## src/hw/rtl/wsd_pkg.sv

```systemverilog
`timescale 1ns / 1ps

package wsd_pkg;

  // width of the payload length counter
  localparam int LEN_BITS = 64;
  localparam logic [LEN_BITS-1:0] LEN_ZERO = '0;
  localparam logic [LEN_BITS-1:0] LEN_ONE  = {{(LEN_BITS-1){1'b0}}, 1'b1};

  // header byte fields
  localparam int FIN_BIT  = 7;
  localparam int MASK_BIT = 7;
  localparam int CTRL_BIT = 3;

  localparam logic [6:0] LEN_CODE_16 = 7'd126;
  localparam logic [6:0] LEN_CODE_64 = 7'd127;

  localparam int HDR_IDX_W = 4;
  localparam logic [HDR_IDX_W-1:0] HDR_IDX_FIRST  = 4'd0;
  localparam logic [HDR_IDX_W-1:0] HDR_IDX_SECOND = 4'd1;
  localparam logic [HDR_IDX_W-1:0] HDR_IDX_EXT    = 4'd2;
  localparam logic [HDR_IDX_W-1:0] HDR_END_16     = 4'd4;
  localparam logic [HDR_IDX_W-1:0] HDR_END_64     = 4'd10;

  localparam logic [3:0] OPC_CLOSE = 4'h8;
  localparam logic [3:0] OPC_NONE  = 4'h0;

  // command queue between parser and message tracker
  localparam int CQ_AW    = 2;
  localparam int CQ_DEPTH = 1 << CQ_AW;

  typedef enum logic [1:0] {
    CMD_BEGIN   = 2'd0,
    CMD_PAYLOAD = 2'd1,
    CMD_MASK    = 2'd2
  } cmd_kind_t;

  // flag: zero length for CMD_BEGIN, frame done for CMD_PAYLOAD
  typedef struct packed {
    cmd_kind_t  kind;
    logic [7:0] data;
    logic       fin;
    logic [3:0] opcode;
    logic       flag;
  } cmd_t;

  typedef enum logic [1:0] {
    KIND_PAYLOAD  = 2'd0,
    KIND_END      = 2'd1,
    KIND_CLOSE    = 2'd2,
    KIND_MASK_ERR = 2'd3
  } out_kind_t;

endpackage

```

## src/hw/rtl/websocket_frame_deframer.sv

```systemverilog
`timescale 1ns / 1ps

// Receive-side websocket frame deframer. One stream byte is taken per transfer on the
// in_ queue port and the block sustains one byte per clock while in_full is low: a
// header parser classifies each byte (header fields, 16- or 64-bit big-endian extended
// length, payload) and posts a command to a four-entry command queue; a message tracker
// drains one command per clock, while the output register is free or being taken, into
// that single register. A result passes from the byte through the command queue and
// the result register to the out_ ports. Payload bytes of data frames come out as kind
// 0 carrying the opcode of the first fragment and a last-of-message mark, a final empty
// data frame yields an end marker (kind 1), control frames are swallowed except that a
// complete close frame reports kind 2, and a masked frame reports kind 3 and then halts
// the block: further bytes are accepted and dropped until reset. in_full rises only
// when the command queue backs up behind a stalled result consumer.

module websocket_frame_deframer (
  input  logic       clk,
  input  logic       rst_n,
  // byte input queue
  input  logic       in_push,
  output logic       in_full,
  input  logic [7:0] in_rx_byte,
  // result queue
  output logic       out_empty,
  input  logic       out_pop,
  output logic [1:0] out_kind,
  output logic [7:0] out_payload_byte,
  output logic [3:0] out_message_opcode,
  output logic       out_last_in_message
);

  logic          byte_valid;
  logic          cmd_push;
  wsd_pkg::cmd_t cmd_in;
  logic          cq_full;
  logic          cq_valid;
  logic          cq_pop;
  wsd_pkg::cmd_t cq_head;
  logic          res_valid;
  logic          res_take;

  // input transfer
  assign in_full    = cq_full;
  assign byte_valid = in_push && !cq_full;

  // header parser: one command at most per byte
  wsd_front u_front (
    .clk        (clk),
    .rst_n      (rst_n),
    .byte_valid (byte_valid),
    .rx_byte    (in_rx_byte),
    .cmd_push   (cmd_push),
    .cmd        (cmd_in)
  );

  // decouples the parser from a stalled result consumer
  wsd_cmd_fifo u_cq (
    .clk      (clk),
    .rst_n    (rst_n),
    .push     (cmd_push),
    .push_cmd (cmd_in),
    .full     (cq_full),
    .pop      (cq_pop),
    .valid    (cq_valid),
    .head     (cq_head)
  );

  // message tracker and result register
  wsd_back u_back (
    .clk        (clk),
    .rst_n      (rst_n),
    .cmd_valid  (cq_valid),
    .cmd        (cq_head),
    .cmd_pop    (cq_pop),
    .out_valid  (res_valid),
    .out_take   (res_take),
    .out_kind   (out_kind),
    .out_data   (out_payload_byte),
    .out_opcode (out_message_opcode),
    .out_last   (out_last_in_message)
  );

  // result transfer
  assign out_empty = !res_valid;
  assign res_take  = out_pop && res_valid;

endmodule

```

## src/hw/rtl/wsd_front.sv

```systemverilog
`timescale 1ns / 1ps

module wsd_front (
  input  logic            clk,
  input  logic            rst_n,
  input  logic            byte_valid,
  input  logic [7:0]      rx_byte,
  output logic            cmd_push,
  output wsd_pkg::cmd_t   cmd
);

  logic [wsd_pkg::HDR_IDX_W-1:0] hdr_idx_r, hdr_idx_nxt;
  logic                          fin_r, fin_nxt;
  logic [3:0]                    opc_r, opc_nxt;
  logic                          ext64_r, ext64_nxt;
  logic [wsd_pkg::LEN_BITS-1:0]  rem_r, rem_nxt;
  logic                          in_payload_r, in_payload_nxt;
  logic                          halted_r, halted_nxt;

  logic                          begin_frame;
  logic [wsd_pkg::LEN_BITS-1:0]  frame_len;
  logic [wsd_pkg::HDR_IDX_W-1:0] hdr_end;
  logic [wsd_pkg::HDR_IDX_W-1:0] hdr_idx_inc;
  logic                          done;

  assign hdr_end     = ext64_r ? wsd_pkg::HDR_END_64 : wsd_pkg::HDR_END_16;
  assign hdr_idx_inc = hdr_idx_r + 1'b1;
  assign done        = (rem_r == wsd_pkg::LEN_ONE);

  always_comb begin
    hdr_idx_nxt    = hdr_idx_r;
    fin_nxt        = fin_r;
    opc_nxt        = opc_r;
    ext64_nxt      = ext64_r;
    rem_nxt        = rem_r;
    in_payload_nxt = in_payload_r;
    halted_nxt     = halted_r;
    begin_frame    = 1'b0;
    frame_len      = rem_r;
    cmd_push       = 1'b0;
    cmd            = '0;
    cmd.fin        = fin_r;
    cmd.opcode     = opc_r;
    cmd.data       = rx_byte;

    if (byte_valid && !halted_r) begin
      if (in_payload_r) begin
        rem_nxt  = rem_r - wsd_pkg::LEN_ONE;
        cmd_push = 1'b1;
        cmd.kind = wsd_pkg::CMD_PAYLOAD;
        cmd.flag = done;
        if (done) begin
          in_payload_nxt = 1'b0;
          hdr_idx_nxt    = wsd_pkg::HDR_IDX_FIRST;
        end
      end else if (hdr_idx_r == wsd_pkg::HDR_IDX_FIRST) begin
        fin_nxt     = rx_byte[wsd_pkg::FIN_BIT];
        opc_nxt     = rx_byte[3:0];
        hdr_idx_nxt = wsd_pkg::HDR_IDX_SECOND;
      end else if (hdr_idx_r == wsd_pkg::HDR_IDX_SECOND) begin
        if (rx_byte[wsd_pkg::MASK_BIT]) begin
          halted_nxt  = 1'b1;
          hdr_idx_nxt = wsd_pkg::HDR_IDX_FIRST;
          cmd_push    = 1'b1;
          cmd.kind    = wsd_pkg::CMD_MASK;
        end else if (rx_byte[6:0] < wsd_pkg::LEN_CODE_16) begin
          frame_len   = {{(wsd_pkg::LEN_BITS-7){1'b0}}, rx_byte[6:0]};
          rem_nxt     = frame_len;
          begin_frame = 1'b1;
        end else begin
          rem_nxt     = wsd_pkg::LEN_ZERO;
          ext64_nxt   = (rx_byte[6:0] == wsd_pkg::LEN_CODE_64);
          hdr_idx_nxt = wsd_pkg::HDR_IDX_EXT;
        end
      end else begin
        // big-endian extended length, one byte per transfer
        frame_len   = {rem_r[wsd_pkg::LEN_BITS-9:0], rx_byte};
        rem_nxt     = frame_len;
        hdr_idx_nxt = hdr_idx_inc;
        begin_frame = (hdr_idx_inc == hdr_end);
      end

      if (begin_frame) begin
        hdr_idx_nxt    = wsd_pkg::HDR_IDX_FIRST;
        in_payload_nxt = (frame_len != wsd_pkg::LEN_ZERO);
        cmd_push       = 1'b1;
        cmd.kind       = wsd_pkg::CMD_BEGIN;
        cmd.flag       = (frame_len == wsd_pkg::LEN_ZERO);
      end
    end
  end

  always_ff @(posedge clk) begin
    if (!rst_n) begin
      hdr_idx_r    <= wsd_pkg::HDR_IDX_FIRST;
      fin_r        <= 1'b0;
      opc_r        <= wsd_pkg::OPC_NONE;
      ext64_r      <= 1'b0;
      rem_r        <= wsd_pkg::LEN_ZERO;
      in_payload_r <= 1'b0;
      halted_r     <= 1'b0;
    end else begin
      hdr_idx_r    <= hdr_idx_nxt;
      fin_r        <= fin_nxt;
      opc_r        <= opc_nxt;
      ext64_r      <= ext64_nxt;
      rem_r        <= rem_nxt;
      in_payload_r <= in_payload_nxt;
      halted_r     <= halted_nxt;
    end
  end

  a_halted_quiet: assert property (@(posedge clk) disable iff (!rst_n)
    halted_r |-> !cmd_push)
    else $error("command issued while halted");

  a_payload_len: assert property (@(posedge clk) disable iff (!rst_n)
    in_payload_r |-> (rem_r != wsd_pkg::LEN_ZERO))
    else $error("payload phase with zero bytes left");

endmodule

```

## src/hw/rtl/wsd_cmd_fifo.sv

```systemverilog
`timescale 1ns / 1ps

module wsd_cmd_fifo (
  input  logic           clk,
  input  logic           rst_n,
  input  logic           push,
  input  wsd_pkg::cmd_t  push_cmd,
  output logic           full,
  input  logic           pop,
  output logic           valid,
  output wsd_pkg::cmd_t  head
);

  wsd_pkg::cmd_t              mem_r [wsd_pkg::CQ_DEPTH];
  logic [wsd_pkg::CQ_AW-1:0]  wr_ptr_r, wr_ptr_nxt;
  logic [wsd_pkg::CQ_AW-1:0]  rd_ptr_r, rd_ptr_nxt;
  logic [wsd_pkg::CQ_AW:0]    cnt_r, cnt_nxt;
  logic                       do_push, do_pop;

  assign full    = (cnt_r == (wsd_pkg::CQ_AW+1)'(wsd_pkg::CQ_DEPTH));
  assign valid   = (cnt_r != '0);
  assign head    = mem_r[rd_ptr_r];
  assign do_push = push && !full;
  assign do_pop  = pop && valid;

  always_comb begin
    wr_ptr_nxt = do_push ? wr_ptr_r + 1'b1 : wr_ptr_r;
    rd_ptr_nxt = do_pop ? rd_ptr_r + 1'b1 : rd_ptr_r;
    cnt_nxt    = cnt_r;
    if (do_push && !do_pop) begin
      cnt_nxt = cnt_r + 1'b1;
    end else if (do_pop && !do_push) begin
      cnt_nxt = cnt_r - 1'b1;
    end
  end

  always_ff @(posedge clk) begin
    if (do_push) begin
      mem_r[wr_ptr_r] <= push_cmd;
    end
  end

  always_ff @(posedge clk) begin
    if (!rst_n) begin
      wr_ptr_r <= '0;
      rd_ptr_r <= '0;
      cnt_r    <= '0;
    end else begin
      wr_ptr_r <= wr_ptr_nxt;
      rd_ptr_r <= rd_ptr_nxt;
      cnt_r    <= cnt_nxt;
    end
  end

  a_cnt_bound: assert property (@(posedge clk) disable iff (!rst_n)
    cnt_r <= (wsd_pkg::CQ_AW+1)'(wsd_pkg::CQ_DEPTH))
    else $error("command queue count overflow");

endmodule

```

## src/hw/rtl/wsd_back.sv

```systemverilog
`timescale 1ns / 1ps

module wsd_back (
  input  logic           clk,
  input  logic           rst_n,
  input  logic           cmd_valid,
  input  wsd_pkg::cmd_t  cmd,
  output logic           cmd_pop,
  output logic           out_valid,
  input  logic           out_take,
  output logic [1:0]     out_kind,
  output logic [7:0]     out_data,
  output logic [3:0]     out_opcode,
  output logic           out_last
);

  logic [3:0]           first_opc_r, first_opc_nxt;
  logic                 cont_r, cont_nxt;
  logic                 out_valid_r, out_valid_nxt;
  wsd_pkg::out_kind_t   kind_r, kind_nxt;
  logic [7:0]           data_r, data_nxt;
  logic [3:0]           opc_r, opc_nxt;
  logic                 last_r, last_nxt;

  logic                 is_ctrl;
  logic                 emit;
  logic                 can_load;
  logic [3:0]           eff_first;

  assign can_load = !out_valid_r || out_take;
  assign cmd_pop  = cmd_valid && can_load;
  assign is_ctrl  = cmd.opcode[wsd_pkg::CTRL_BIT];
  assign eff_first = (!is_ctrl && !cont_r) ? cmd.opcode : first_opc_r;

  always_comb begin
    first_opc_nxt = first_opc_r;
    cont_nxt      = cont_r;
    emit          = 1'b0;
    kind_nxt      = wsd_pkg::KIND_PAYLOAD;
    data_nxt      = 8'h00;
    opc_nxt       = wsd_pkg::OPC_NONE;
    last_nxt      = 1'b0;

    if (cmd_pop) begin
      unique case (cmd.kind)
        wsd_pkg::CMD_BEGIN: begin
          first_opc_nxt = eff_first;
          if (cmd.flag) begin
            if (is_ctrl) begin
              if (cmd.opcode == wsd_pkg::OPC_CLOSE) begin
                emit     = 1'b1;
                kind_nxt = wsd_pkg::KIND_CLOSE;
                opc_nxt  = wsd_pkg::OPC_CLOSE;
              end
            end else if (cmd.fin) begin
              cont_nxt = 1'b0;
              emit     = 1'b1;
              kind_nxt = wsd_pkg::KIND_END;
              opc_nxt  = eff_first;
              last_nxt = 1'b1;
            end else begin
              cont_nxt = 1'b1;
            end
          end
        end
        wsd_pkg::CMD_PAYLOAD: begin
          if (is_ctrl) begin
            if (cmd.flag && cmd.opcode == wsd_pkg::OPC_CLOSE) begin
              emit     = 1'b1;
              kind_nxt = wsd_pkg::KIND_CLOSE;
              opc_nxt  = wsd_pkg::OPC_CLOSE;
            end
          end else begin
            if (cmd.flag) begin
              cont_nxt = !cmd.fin;
            end
            emit     = 1'b1;
            kind_nxt = wsd_pkg::KIND_PAYLOAD;
            data_nxt = cmd.data;
            opc_nxt  = first_opc_r;
            last_nxt = cmd.flag && cmd.fin;
          end
        end
        wsd_pkg::CMD_MASK: begin
          emit     = 1'b1;
          kind_nxt = wsd_pkg::KIND_MASK_ERR;
        end
        default: begin
        end
      endcase
    end

    if (emit) begin
      out_valid_nxt = 1'b1;
    end else if (out_take) begin
      out_valid_nxt = 1'b0;
    end else begin
      out_valid_nxt = out_valid_r;
    end
  end

  always_ff @(posedge clk) begin
    if (!rst_n) begin
      first_opc_r <= wsd_pkg::OPC_NONE;
      cont_r      <= 1'b0;
      out_valid_r <= 1'b0;
    end else begin
      first_opc_r <= first_opc_nxt;
      cont_r      <= cont_nxt;
      out_valid_r <= out_valid_nxt;
    end
  end

  always_ff @(posedge clk) begin
    if (emit) begin
      kind_r <= kind_nxt;
      data_r <= data_nxt;
      opc_r  <= opc_nxt;
      last_r <= last_nxt;
    end
  end

  assign out_valid  = out_valid_r;
  assign out_kind   = kind_r;
  assign out_data   = data_r;
  assign out_opcode = opc_r;
  assign out_last   = last_r;

  a_close_fmt: assert property (@(posedge clk) disable iff (!rst_n)
    (out_valid_r && kind_r == wsd_pkg::KIND_CLOSE) |->
      (opc_r == wsd_pkg::OPC_CLOSE && !last_r))
    else $error("close result with bad opcode or last mark");

endmodule

```

## config.mk

```make
export PLATFORM = sky130hd
export DESIGN_NAME = websocket_frame_deframer
export DESIGN_NICKNAME = d
export VERILOG_FILES = /design/src/hw/rtl/wsd_pkg.sv /design/src/hw/rtl/websocket_frame_deframer.sv /design/src/hw/rtl/wsd_front.sv /design/src/hw/rtl/wsd_cmd_fifo.sv /design/src/hw/rtl/wsd_back.sv
export SDC_FILE = /design/constraint.sdc
export NUM_CORES = 1
export LEC_CHECK = 0
export ABC_CLOCK_PERIOD_IN_PS = 4350
export BUFFER_PORTS_ARGS = -buffer_cell sky130_fd_sc_hd__buf_2
export CAP_MARGIN = 25
export CORE_MARGIN = 2
export CORE_UTILIZATION = 60
export DETAILED_ROUTE_END_ITERATION = 10
export PLACE_DENSITY_LB_ADDON = 0.08
export SLEW_MARGIN = 25
export SYNTH_ARGS = -nofsm -noshare
export SYNTH_HDL_FRONTEND = slang
export SYNTH_SLANG_ARGS = --single-unit
export TNS_END_PERCENT = 20
```

## constraint.sdc

```tcl
create_clock -name clk -period 4.35 [get_ports clk]
set_clock_uncertainty 0.15 [all_clocks]
set_input_delay 0.435 -clock clk [delete_from_list [all_inputs] [get_ports clk]]
set_output_delay 0.435 -clock clk [all_outputs]
set_load 0.005 [all_outputs]
```

==> results_dict.tcl <==
set metrics [dict create \
    status "finished, final reports clean" \
    cts_root_buf "clkbuf_16" \
    wl_per_cell_um 20.7 \
    fin_tns_setup_ns 0 \
    yosysTopAreaCellShare_pct 27.3 \
    required_ns 4.55 \
    ctsLongestPathBuffers 2 \
    insertion_delay_ns 0.43 \
    synth-warning-count 0 \
    grt_antenna_before_repair 0 \
    clk_pin_slew_ns 0.07 \
    crit_type "reg2reg" \
    grtUsageTotal_pct 29.1 \
    crit_chain "ha_1 -> nor3b_1 -> nand2_1 -> o21a_1 -> a21oi_1 -> buf_4 -> ha_1 -> inv_1 -> fa_1 -> xor2_1 -> or3_1 -> a21oi_1" \
    io_pins 29 \
    postSynthAreaPerCell_um2 9.68 \
    grt_remaining_overflow 0 \
    synth_cells 897 \
    hp-class "in2reg" \
    ys_ff_latch 170 \
    dieArea_um2 15500 \
    cts.sinks 170 \
    setup_slack_ns 0.627 \
    grt_busiest_layer "met2" \
    start_util_pct 62.1 \
    rsz0062_at_grt "false" \
    end_kind "register" \
    cts_resized 0 \
    post-dp-hpwl_um 14800 \
    final_nets 918 \
    cp_slowest_cell "nor3b_1" \
    antenna_cells 0 \
    pre_cts_slack_ns 0.736 \
    syn-cell-area_um2 8690 \
    startpoint_type "register" \
    htreeDepth 4 \
    powerDensity_nw_per_um2 567 \
    path_max_fanout 7 \
    synth_largest_area_cell "edfxtp_1" \
    min_period_ns 3.72 \
    cts_buffers 17 \
    core_um2 14000 \
    asyncSetResetFlopFracSynth_pct 0 \
    dr.pass1.iters 6 \
    met1_usage_pct 37.2 \
    drv_cap 0 \
    fin_crit_sh_pct 85.6 \
    max_stage_delay_ns 0.78 \
    io_buffers 28 \
    setup_viol 0 \
    cts_tree "done" \
    drt-total-wl_um 22500 \
    grt_util_met3_pct 4.94 \
    maxSlewViolCount 0 \
    layout_commonest_cell "nand2_1" \
    worst_pin_slew_ns 1.07 \
    p_leak_nw 3.47 \
    die_h_um 124 \
    max_freq_ghz 0.269 \
    place.gp.congestion 0.957 \
    cp.arrival_ns 3.92 \
    cts_hold_buf 0 \
    cts_setup_buffers 0 \
    synth_area_leaders "edfxtp_1 (27%), dfxtp_1 (21%), mux4_2 (4.1%)" \
    grt_pass1_vias 7220 \
    final_cell_mix "nand2_1 (95), dfxtp_1 (90), edfxtp_1 (79)" \
    slew_headroom_pct 28.6 \
    ys_types 76 \
    use_met2_pct 48.7 \
    drive_gt1_share_pct 12.2 \
    ant_nets 0 \
    synth_fp_nets 920 \
    peakVddDrop_uv 342 \
    ys_seq_area_share_pct 48.3 \
    post-route-util_pct 67.8 \
    drt_iter0_drc 725 \
    finalHoldViolCount 0 \
    die_width_um 124 \
    drc 0 \
    syn_to_final_growth_pct 9.23 \
    row_count 43 \
    routed_via_density 6.82 \
    grt_max_degree 73 \
    synth-edff-count 79 \
    grt_pass1_wl_um 36600 \
    synthFlopType "dfxtp_1" \
    vias 7423 \
]
## logic make-up after synthesis
kind of cell | after synthesis | synth area share (%)
DFF | 170 | 48.3
muxes | 41 | 7.04
xor gates and xnor gates | 11 | 1.11
buffers and inverters | 79 | 3.59
and+or+nand+nor | 377 | 22.5
AOI/OAI and AO/OA | 208 | 15.8
adders and majority gates | 11 | 1.67
## routing by layer
| metal | up-vias | routed length (um) |
|---|---|---|
| li1 | 3396 | - |
| met1 | 3589 | 9240 |
| met2 | 371 | 11100 |
| met3 | 67 | 1560 |
| met4 | 0 | 656 |
| met5 | - | 0 |
## critical path: cells and delay by family (launching register included)
kind / cells / cell delay, ns
compound gates: 3 / 0.50
simple gates: 3 / 1.29
flops: 1 / 0.43
fa+ha+maj: 3 / 0.84
xor+xnor: 1 / 0.18
buf+inv: 2 / 0.24
## flip-flops by register name (all words and copies together) (netlist names), 2 cells and up, named ones only
| name | cells |
|---|---|
| u_cq.mem_r | 64 |
| u_front.rem_r | 64 |
| u_back.out_data | 8 |
| u_back.first_opc_r | 4 |
| u_back.out_opcode | 4 |
| u_front.hdr_idx_r | 4 |
| u_front.opc_r | 4 |
| u_cq.cnt_r | 3 |
| u_back.out_kind | 2 |
| u_cq.rd_ptr_r | 2 |
| u_cq.wr_ptr_r | 2 |
## per-stage QoR
step	cell area, um2	hold WS [ns]	total power [mW]	instances
floorplan	8690	0.287	3.35	897
global placement	8910	0.302	3.83	1056
detailed placement	8910	0.305	3.88	1056
CTS	9480	0.116	5.36	1088
global route	9490	0.126	5.64	1088
finish	9490	0.126	5.38	1088
## synth_stat cells, drive strengths merged, types with 19 or more instances
cell type / number
a21oi: 55
and3: 19
clkbuf: 56
dfxtp: 91
edfxtp: 79
mux2i: 24
nand2: 96
nand3: 38
nor2: 79
nor3: 42
nor4: 29
o21ai: 41
## report_power, final
| part | switching [mW] | internal (mW) |
|---|---|---|
| sequential | 0.148 | 1.86 |
| combinational | 1.21 | 0.675 |
| clock | 0.643 | 0.851 |
| total | 2.00 | 3.38 |
## worst paths after layout
| kind | start | slack (ns) | end | cells after the start |
|---|---|---|---|---|
| worst max-delay path | u_front.hdr_idx_r[0] | 0.63 | u_cq.cnt_r[2] | 12 |
| worst min-delay path | in_rx_byte[6] | 0.13 | u_cq.mem_r[3][12] | 1 |
| worst max register to register | u_front.hdr_idx_r[0] | 0.63 | u_cq.cnt_r[2] | 12 |
| worst min register to register | u_back.first_opc_r[1] | 0.31 | u_back.first_opc_r[1] | 2 |
## layout make-up
class                      count  area (um2)
tap                          180         225
clock inverter                13         141
sequential                   170        4200
multi-input combinational    648        4190
timing repair buffer          42         245
fill                        1081        4500
inverter                      16        60.1
clock buffer                  19         433
(Power assumes the default switching activity.)
